### src/rtl/kar_pkg.sv
package kar_pkg;

  localparam int NUM_KEYS   = 64;
  localparam int KEY_W      = $clog2(NUM_KEYS);
  localparam int KEY_CODE_W = 6;
  localparam int ELAPSED_W  = 24;
  localparam int TIME_W     = 32;
  localparam int MASK_W     = 64;

  typedef enum logic [1:0] {
    KIND_PRESS   = 2'd0,
    KIND_RELEASE = 2'd1,
    KIND_TICK    = 2'd2
  } kind_e;

  typedef enum logic [1:0] {
    MODE_IDLE      = 2'd0,
    MODE_PRESSED   = 2'd1,
    MODE_REPEATING = 2'd2
  } mode_e;

  typedef enum logic [1:0] {
    ST_IDLE  = 2'd0,
    ST_WALK  = 2'd1,
    ST_FLUSH = 2'd2
  } state_e;

  localparam logic [1:0] REG_START_DELAY    = 2'd0;
  localparam logic [1:0] REG_REPEAT_DELAY   = 2'd1;
  localparam logic [1:0] REG_NO_REPEAT_MASK = 2'd2;

  typedef struct packed {
    logic [1:0]            kind;
    logic [KEY_CODE_W-1:0] key_code;
    logic [ELAPSED_W-1:0]  elapsed;
  } in_t;

  typedef struct packed {
    logic [KEY_CODE_W-1:0] out_key;
    logic                  is_release;
    logic                  last;
  } out_t;

  typedef struct packed {
    mode_e             mode;
    logic [TIME_W-1:0] held;
  } entry_t;

endpackage

### src/rtl/keyboard_auto_repeat.sv
// Typematic key repeat engine. Each key's mode and held time live in one
// synchronous key table of NUM_KEYS entries, read and written back once per
// cycle. A press or release request visits one key entry; a tick request
// walks every key entry, one entry per cycle through the table's read port
// while the result side does not stall. The last event of a request is
// known only when the walk ends, so one event is held back until the next
// one or the end of the walk. No clearing pass is needed after reset: a
// valid bit per key makes an unwritten entry read as idle. Configuration
// must be written through the register port only while idle; it is not checked.
module keyboard_auto_repeat
  import kar_pkg::*;
(
  input  logic        clk_i,
  input  logic        rst_ni,
  input  logic        in_valid_i,
  output logic        in_stall_o,
  input  in_t         in_data_i,
  output logic        out_valid_o,
  input  logic        out_stall_i,
  output out_t        out_data_o,
  input  logic        psel,
  input  logic        penable,
  input  logic        pwrite,
  input  logic [4:0]  paddr,
  input  logic [63:0] pwdata,
  output logic [63:0] prdata,
  output logic        pready
);

  // Configuration registers.
  logic [TIME_W-1:0] start_delay_q, repeat_delay_q;
  logic [MASK_W-1:0] no_repeat_mask_q;
  logic              cfg_we;

  assign pready = 1'b1;
  assign cfg_we = psel && penable && pwrite && pready;

  always_ff @(posedge clk_i or negedge rst_ni) begin
    if (!rst_ni) begin
      start_delay_q    <= TIME_W'(5000000);
      repeat_delay_q   <= TIME_W'(500000);
      no_repeat_mask_q <= '0;
    end else if (cfg_we) begin
      case (paddr[4:3])
        REG_START_DELAY:    start_delay_q    <= pwdata[TIME_W-1:0];
        REG_REPEAT_DELAY:   repeat_delay_q   <= pwdata[TIME_W-1:0];
        REG_NO_REPEAT_MASK: no_repeat_mask_q <= pwdata;
        default: ;
      endcase
    end
  end

  always_comb begin
    case (paddr[4:3])
      REG_START_DELAY:    prdata = {32'd0, start_delay_q};
      REG_REPEAT_DELAY:   prdata = {32'd0, repeat_delay_q};
      REG_NO_REPEAT_MASK: prdata = no_repeat_mask_q;
      default:            prdata = '0;
    endcase
  end

  // Sequencer and pipeline registers.
  state_e                state_q, state_d;
  in_t                   item_q, item_d;
  logic [KEY_W-1:0]      rd_idx_q, rd_idx_d;
  logic                  rd_more_q, rd_more_d;
  logic                  p_valid_q, p_valid_d;
  logic [KEY_W-1:0]      p_key_q, p_key_d;
  logic                  pend_valid_q, pend_valid_d;
  logic [KEY_CODE_W-1:0] pend_key_q, pend_key_d;
  logic                  pend_rel_q, pend_rel_d;
  logic                  out_valid_q, out_valid_d;
  out_t                  out_q, out_d;
  logic [NUM_KEYS-1:0]   key_valid_q, key_valid_d;

  // Key table.
  entry_t mem [NUM_KEYS];
  entry_t rdata_q;
  entry_t wdata;
  logic   mem_we, rd_en;

  logic                  in_accept, out_free, key_in_range;
  logic                  advance, p_done, emit, rel, wr;
  logic                  flush_push, walk_push;
  mode_e                 cur_mode;
  logic [TIME_W:0]       sum;
  logic [TIME_W-1:0]     t_sat;
  logic                  may_repeat;
  logic [KEY_CODE_W-1:0] p_key_code;

  assign in_accept    = in_valid_i && !in_stall_o;
  assign out_free     = !out_valid_q || !out_stall_i;
  assign key_in_range = {1'b0, in_data_i.key_code} < (KEY_CODE_W + 1)'(NUM_KEYS);
  assign p_key_code   = KEY_CODE_W'(p_key_q);

  // Read-modify-write of the entry in the process stage.
  always_comb begin
    cur_mode   = key_valid_q[p_key_q] ? rdata_q.mode : MODE_IDLE;
    sum        = {1'b0, rdata_q.held} + {{(TIME_W + 1 - ELAPSED_W){1'b0}}, item_q.elapsed};
    t_sat      = sum[TIME_W] ? '1 : sum[TIME_W-1:0];
    may_repeat = !no_repeat_mask_q[p_key_code];
    emit       = 1'b0;
    rel        = 1'b0;
    wr         = 1'b0;
    wdata      = rdata_q;
    case (kind_e'(item_q.kind))
      KIND_PRESS: begin
        wr         = 1'b1;
        emit       = 1'b1;
        wdata.mode = MODE_PRESSED;
        wdata.held = '0;
      end
      KIND_RELEASE: begin
        if (cur_mode != MODE_IDLE) begin
          wr         = 1'b1;
          emit       = 1'b1;
          rel        = 1'b1;
          wdata.mode = MODE_IDLE;
        end
      end
      KIND_TICK: begin
        if (cur_mode != MODE_IDLE) begin
          wr         = 1'b1;
          wdata.mode = cur_mode;
          wdata.held = t_sat;
          if (cur_mode == MODE_PRESSED && may_repeat && t_sat >= start_delay_q) begin
            emit       = 1'b1;
            wdata.mode = MODE_REPEATING;
            wdata.held = '0;
          end else if (cur_mode == MODE_REPEATING && t_sat >= repeat_delay_q) begin
            emit       = 1'b1;
            wdata.held = '0;
          end
        end
      end
      default: ;
    endcase
  end

  // An event can only be parked once the one already parked has moved on.
  assign p_done     = !emit || !pend_valid_q || out_free;
  assign advance    = !p_valid_q || p_done;
  assign rd_en      = (state_q == ST_WALK) && rd_more_q && advance;
  assign mem_we     = p_valid_q && p_done && wr;
  assign walk_push  = p_valid_q && emit && pend_valid_q && out_free;
  assign flush_push = (state_q == ST_FLUSH) && pend_valid_q && out_free;

  always_ff @(posedge clk_i) begin
    if (mem_we) begin
      mem[p_key_q] <= wdata;
    end
    if (rd_en) begin
      rdata_q <= mem[rd_idx_q];
    end
  end

  // Next state.
  always_comb begin
    state_d = state_q;
    case (state_q)
      ST_IDLE: begin
        if (in_accept) begin
          if (kind_e'(in_data_i.kind) == KIND_TICK) begin
            state_d = ST_WALK;
          end else if ((kind_e'(in_data_i.kind) == KIND_PRESS ||
                        kind_e'(in_data_i.kind) == KIND_RELEASE) && key_in_range) begin
            state_d = ST_WALK;
          end else begin
            state_d = ST_FLUSH;
          end
        end
      end
      ST_WALK: begin
        if (!rd_more_q && !p_valid_q) begin
          state_d = ST_FLUSH;
        end
      end
      ST_FLUSH: begin
        if (!pend_valid_q || out_free) begin
          state_d = ST_IDLE;
        end
      end
      default: state_d = ST_IDLE;
    endcase
  end

  // Outputs and datapath registers.
  always_comb begin
    in_stall_o   = (state_q != ST_IDLE);
    item_d       = item_q;
    rd_idx_d     = rd_idx_q;
    rd_more_d    = rd_more_q;
    p_valid_d    = p_valid_q;
    p_key_d      = p_key_q;
    pend_valid_d = pend_valid_q;
    pend_key_d   = pend_key_q;
    pend_rel_d   = pend_rel_q;
    out_valid_d  = out_valid_q;
    out_d        = out_q;
    key_valid_d  = key_valid_q;

    if (in_accept) begin
      item_d    = in_data_i;
      rd_more_d = 1'b1;
      if (kind_e'(in_data_i.kind) == KIND_TICK) begin
        rd_idx_d = '0;
      end else begin
        rd_idx_d = in_data_i.key_code[KEY_W-1:0];
      end
    end

    if (rd_en) begin
      if (kind_e'(item_q.kind) == KIND_TICK && rd_idx_q != KEY_W'(NUM_KEYS - 1)) begin
        rd_idx_d = rd_idx_q + 1'b1;
      end else begin
        rd_more_d = 1'b0;
      end
    end

    if (advance) begin
      p_valid_d = rd_en;
      p_key_d   = rd_idx_q;
    end

    if (mem_we) begin
      key_valid_d[p_key_q] = 1'b1;
    end

    if (out_valid_q && !out_stall_i) begin
      out_valid_d = 1'b0;
    end
    if (walk_push || flush_push) begin
      out_valid_d      = 1'b1;
      out_d.out_key    = pend_key_q;
      out_d.is_release = pend_rel_q;
      out_d.last       = flush_push;
    end

    if (flush_push) begin
      pend_valid_d = 1'b0;
    end
    if (p_valid_q && p_done && emit) begin
      pend_valid_d = 1'b1;
      pend_key_d   = p_key_code;
      pend_rel_d   = rel;
    end
  end

  assign out_valid_o = out_valid_q;
  assign out_data_o  = out_q;

  always_ff @(posedge clk_i or negedge rst_ni) begin
    if (!rst_ni) begin
      state_q      <= ST_IDLE;
      rd_more_q    <= 1'b0;
      p_valid_q    <= 1'b0;
      pend_valid_q <= 1'b0;
      out_valid_q  <= 1'b0;
      key_valid_q  <= '0;
    end else begin
      state_q      <= state_d;
      rd_more_q    <= rd_more_d;
      p_valid_q    <= p_valid_d;
      pend_valid_q <= pend_valid_d;
      out_valid_q  <= out_valid_d;
      key_valid_q  <= key_valid_d;
    end
  end

  always_ff @(posedge clk_i) begin
    item_q     <= item_d;
    rd_idx_q   <= rd_idx_d;
    p_key_q    <= p_key_d;
    pend_key_q <= pend_key_d;
    pend_rel_q <= pend_rel_d;
    out_q      <= out_d;
  end

endmodule

### config.mk
export PLATFORM = sky130hd
export DESIGN_NAME = keyboard_auto_repeat
export DESIGN_NICKNAME = d
export VERILOG_FILES = /design/src/rtl/kar_pkg.sv /design/src/rtl/keyboard_auto_repeat.sv
export SDC_FILE = /design/constraint.sdc
export NUM_CORES = 2
export LEC_CHECK = 0
export ABC_AREA = 1
export BUFFER_PORTS_ARGS = -buffer_cell sky130_fd_sc_hd__buf_2
export CAP_MARGIN = 20
export CORE_ASPECT_RATIO = 0.7
export CORE_MARGIN = 2
export CORE_UTILIZATION = 35
export DETAILED_ROUTE_END_ITERATION = 7
export PLACE_DENSITY = 0.51
export SLEW_MARGIN = 15
export SYNTH_ARGS = -nofsm -noshare
export SYNTH_HDL_FRONTEND = slang
export SYNTH_SLANG_ARGS = --single-unit
### constraint.sdc
create_clock -name clk_i -period 8.7 [get_ports clk_i]
set_input_delay 1.305 -clock clk_i [delete_from_list [all_inputs] [get_ports clk_i]]
set_output_delay 1.305 -clock clk_i [all_outputs]
set_load 0.005 [all_outputs]
[Word level (Yosys, flattened, before mapping)]
Memories as Yosys holds them, arrays and structs flattened. A register that Yosys moved wholly into a read port is not among the register bits.
Index checks and enable logic that the tools add are counted.
Cells by class
  add/subtract/negate cells: 2
  order comparisons: 4
  equality and inequality tests: 14
  muxes and demuxes: 41
  bitwise operators: 1
  reductions and logical operators: 48
Operators by type and width (number)
  $pmux W64 S3: 1
  $mux W32: 3
  $ge A32 B32 Y1: 2
  $or A64 B64 Y64: 1
  $pmux W32 S2: 1
  $mux W34: 1
  $add A32 B24 Y33: 1
  $mux W6: 4
  $logic_and A1 B1 Y1: 20
  $mux W1: 16
  $mux W2: 8
  $bmux W1 S6: 2
  $pmux W2 S3: 2
  $eq A2 B1 Y1 const B: 5
  $eq A2 B2 Y1 const B: 5
  $logic_not A1 Y1: 8
  $logic_not A2 Y1: 4
  $reduce_bool A2 Y1: 4
  $logic_or A1 B1 Y1: 7
  $lt A6 B7 Y1 const B: 1
  $add A6 B1 Y6 const B: 1
  $demux W1 S6: 1
  $ge A6 B1 Y1 const B: 1
  $ne A6 B6 Y1 const B: 1
  7 further kinds: 10
Storage, ports and cells
  register bits after elaboration: 251
  memory bits (writable): 2176
  memories kept: 1
Memory list
  mem: words 64, width 34, read ports 1, clocked after memory_dff 1, wr ports 1, RTL line keyboard_auto_repeat.sv:77  | entry_t mem [NUM_KEYS];

[Longest topological paths before layout]
  depth after elaboration: 16
  mapped depth: 31

[Worst setup path before layout]
OpenSTA, ideal clock, no wires.
  path kind: register to register
  from: register, netlist name rdata_q[0]
  to: memory mem[0][26] (netlist name) (data pin)
  library setup time: 0.702 ns
  data arrival time: 6.350 ns
  data required time: 7.998 ns
  slack: 1.648 ns
  stages on the path, launching flop included: 27
  clock period less this slack: 7.052 ns
  cell sequence: edfxtp_1 ha_1 fa_1 nand2_1 nand2_1 o21ai_0 o21ai_0 a21oi_1 inv_1 nand2_1 nand3_1 nand3_1 buf_2 buf_2 nand2_1 or2_2 ha_1 nand2_1 o21ai_0 a21oi_1 o21a_1 nand3_1 nand3_1 nand2_1 inv_1 a21oi_1 o21ai_0
RTL lines (RTL line)
  to (decl): keyboard_auto_repeat.sv:77

[Final worst setup path]
  from: register, netlist name rdata_q[0]
  to: memory mem[35][19] (netlist name), enable pin
Between the ends
  word-level cells in the longest chain between the ends: 15
  elaborated cells on any way between the ends: 17
  classes of those cells: 1 x add/sub; 2 x order compare; 7 x mux; 7 x reduce/logical
RTL lines
  $add A32 B24 Y33 *: RTL line keyboard_auto_repeat.sv:99  | sum = {1'b0, rdata_q.held} + {{(TIME_W + 1 - ELAPSED_W){1'b0}}, item_q.elapsed};
  $mux W32 *: RTL line keyboard_auto_repeat.sv:100  | t_sat = sum[TIME_W] ? '1 : sum[TIME_W-1:0];
  $ge A32 B32 Y1: RTL line keyboard_auto_repeat.sv:130  | end else if (cur_mode == MODE_REPEATING && t_sat >= repeat_delay_q) begin
  $logic_and A1 B1 Y1: RTL line keyboard_auto_repeat.sv:130
  $mux W1: RTL line keyboard_auto_repeat.sv:130
  $mux W1 *: RTL line keyboard_auto_repeat.sv:126  | if (cur_mode == MODE_PRESSED && may_repeat && t_sat >= start_delay_q) begin
  $mux W1 *: RTL line keyboard_auto_repeat.sv:122  | if (cur_mode != MODE_IDLE) begin
  $pmux W1 S3 *: RTL line keyboard_auto_repeat.sv:106  | case (kind_e'(item_q.kind))
  $logic_not A1 Y1 *: RTL line keyboard_auto_repeat.sv:141  | assign p_done = !emit || !pend_valid_q || out_free;
  $logic_or A1 B1 Y1 * (2 in a row): RTL line keyboard_auto_repeat.sv:141
  $logic_and A1 B1 Y1 * (2 in a row): RTL line keyboard_auto_repeat.sv:144  | assign mem_we = p_valid_q && p_done && wr;
  $mux W1 *: RTL line keyboard_auto_repeat.sv:149  | if (mem_we) begin
  $mux W1 (not written as such) *: RTL line keyboard_auto_repeat.sv:150  | mem[p_key_q] <= wdata;
Every way passes the cells marked *; elsewhere a longest branch is shown, timed or not.

==> qor.yml <==
worst_hold_path_type: "in2async"
ys.flop_type: "edfxtp_1"
setup_tns_ps: 0
cp.arrival_ps: 7930
synthArstFlopShare: 0.0805
synth-seq-cells: 2461
synthDistinctLibCells: 47
viasPerCell: 5.56
remaining_drc_errors: 0
start_util: 0.352
core_area_mm2: 0.289
nNetsFinal: 8814
areaGrowthSynthToFinish_pct: 14.5
clk_path_buf_depth: 4
gp_congestion: 0.894
slew_viol_final: 0
cts-root-buf: "clkbuf_16"
cts_tree: "built"
cts_resized: 0
finalHoldViolCount: 0
grt_start_max_net_pins: 182
synth.top_cell.area_share: 0.667
synth-edff-count: 2257
holdWs_ps: 404
netlist_area_mm2: 0.102
cp_slowest_cell: "nand4_1"
grt_pass1_vias: 65369
cp-start-kind: "flip-flop"
clock_skew_ps: 52.9
cp_max_fo: 36
drive_gt1_frac: 0.106
drt_iter0_drc: 9128
powerDensity_mw_per_mm2: 361
syn_area_per_cell_um2: 11.9
period_needed_ps: 7380
place_inst: 12213
worstSetupEndpointType: "flip-flop"
synth_cells: 8522
rsz0062_at_grt: "no"
path_clk_slew_ps: 60
use_met1: 0.337
yosysWarningCount: 0
fin_ws_ps: 1320
clock_latency_ps: 920
slew_headroom: 0.197
drt-total-wl_mm: 337
io_pins: 183
netlist_top_cells_area: "edfxtp_1 67%, o21ai_0 7.7%, nor2_1 6.1%"
cts_made_buffers: 231
port_buffers: 178
fp.dieW_um: 648
peakVddDrop_mv: 0.333
cellLeakagePower_nw: 39.5
grt_pass1_wl_mm: 478
dr.pass1.iters: 6
via_count: 70305
grt.total_usage: 0.223
grt_antenna_before_repair: 25
seq_area_frac_synth: 0.717
cts_hold_buf: 0
yosysTopAreaCell: "edfxtp_1"
grt.busiest_layer: "met1"
required_ps: 9250
htree_num_levels: 4
status: "complete, no violations"
stdcell_count: 12649
cts.sinks: 2461
max_freq_ghz: 0.135
post_cts_buffers: 0
postRouteAntennaNets: 0
dp.final_hpwl_mm: 194
total_power_mw: 42.0
wire_per_inst_um: 26.7
rows: 165
grt_overflow: 0
cap_violations: 0
max_stage_delay_ps: 550
path_common_cell: "nand2_1"
synth_nets: 8724
met3_usage: 0.0543
grt_use_met2: 0.320
die-area_mm2: 0.295
pre_cts_slack_ps: 1550
die_h_um: 455
period_share: 0.849
worst_pin_slew_ps: 1200
final-setup-viol-count: 0
critPathKind: "reg2reg"
-- per-layer routing --
| metal | wire length [um] | up-vias |
|---|---|---|
| met4 | 8600 | 6 |
| met3 | 33700 | 420 |
| met1 | 154000 | 35653 |
| met2 | 142000 | 3012 |
| li1 | - | 31214 |
| met5 | 35 | - |
-- sequential cells by signal, indices dropped and copies added, names as in the netlist --
signal and flops:
out_data_o 8, rd_idx_q 6, key_valid_q 64, item_q 26, state_q 2, repeat_delay_q 32, pend_rel_q 1, no_repeat_mask_q 64
p_valid_q 1, rdata_q 34, pend_valid_q 1, out_valid_o 1, mem 2176, pend_key_q 6, start_delay_q 32, rd_more_q 1
p_key_code 6
-- Yosys cell counts, types with 2 or more instances --
library cell,instances
edfxtp_1,2257
nor2_1,1649
o21ai_0,1563
nand2_1,670
o22ai_1,609
clkbuf_1,518
inv_1,335
dfrtp_1,183
a21oi_1,131
ha_1,93
nand3_1,88
nand4_1,82
o221ai_1,60
o31ai_1,30
o32ai_1,28
buf_1,26
buf_2,26
o221a_2,24
o21ai_1,18
nor3_1,17
dfstp_2,15
xor2_1,15
or2_2,14
a21o_1,11
inv_2,7
buf_4,6
dfxtp_1,6
o211ai_1,6
o21bai_1,6
a21boi_0,4
nor2_2,4
nor4_1,3
xnor2_1,3
nand4_2,2
-- final cells by class --
cell class | instances | area, um^2
Timing Repair Buffer | 434 | 4050
Antenna cell | 11 | 27.5
Inverter | 343 | 1320
Multi-Input combinational cell | 5141 | 25900
Tap cell | 3841 | 4810
Clock inverter | 133 | 1160
Fill cell | 27262 | 173000
Sequential cell | 2461 | 72900
Clock buffer | 285 | 6090
-- kinds of logic after synthesis --
logic type	share of synthesized area
simple gates	0.0980
compound gates	0.137
flops	0.717
buf+inv	0.0346
fa+ha+maj	0.0117
xor+xnor	0.00155
other cells	0.0000369
mux	0.000111
-- power breakdown --
group          total [mW]  internal (mW)  switching [mW]
clock network        10.1           5.56            4.52
logic                16.2           3.87            12.3
registers            15.8           15.4           0.379
-- worst paths after layout --
path	from	to	slack, ps	cells past startpoint
worst max-delay path	rdata_q[0]$_DFFE_PP_	mem[35][19]$_DFFE_PP_	1320	31
worst min-delay path	rst_ni	no_repeat_mask_q[44]$_DFFE_PN0P_	400	1
worst max register to register	rdata_q[0]$_DFFE_PP_	mem[35][19]$_DFFE_PP_	1320	31
worst min register to register	pend_key_q[2]$_DFFE_PP_	out_data_o[4]$_DFFE_PP_	420	0
max in group asynchronous	rst_ni	key_valid_q[25]$_DFFE_PN0P_	6840	2
min in group clk_i	pend_key_q[2]$_DFFE_PP_	out_data_o[4]$_DFFE_PP_	420	0
-- critical path: cells and delay by family, from the launching register on --
| kind | cells | cell delay, ps |
|---|---|---|
| compound gates | 6 | 1440 |
| fa+ha+maj | 3 | 960 |
| buf+inv | 6 | 1290 |
| flops | 1 | 410 |
| simple gates | 16 | 2870 |
-- stage by stage --
| step | util | area, um^2 |
|---|---|---|
| global placement | 0.376 | 109000 |
| finish | 0.403 | 116000 |
| global route | 0.403 | 116000 |
| detailed placement | 0.377 | 109000 |
| floorplan | - | 102000 |
| CTS | 0.402 | 116000 |
-- cells in the final DEF, fill, tap and decap left out, types with 60 or more instances in the layout --
cell	instances
nand4_1	82
o22ai_1	604
nor2_1	1603
nand2_1	668
dfrtp_1	182
clkbuf_16	236
ha_1	93
clkinv_1	61
inv_1	308
edfxtp_1	2257
buf_4	157
o21ai_0	1531
o221ai_1	60
nand3_1	88
buf_2	177
buf_12	90
a21oi_1	131
Power figures use the tool's default switching activity.
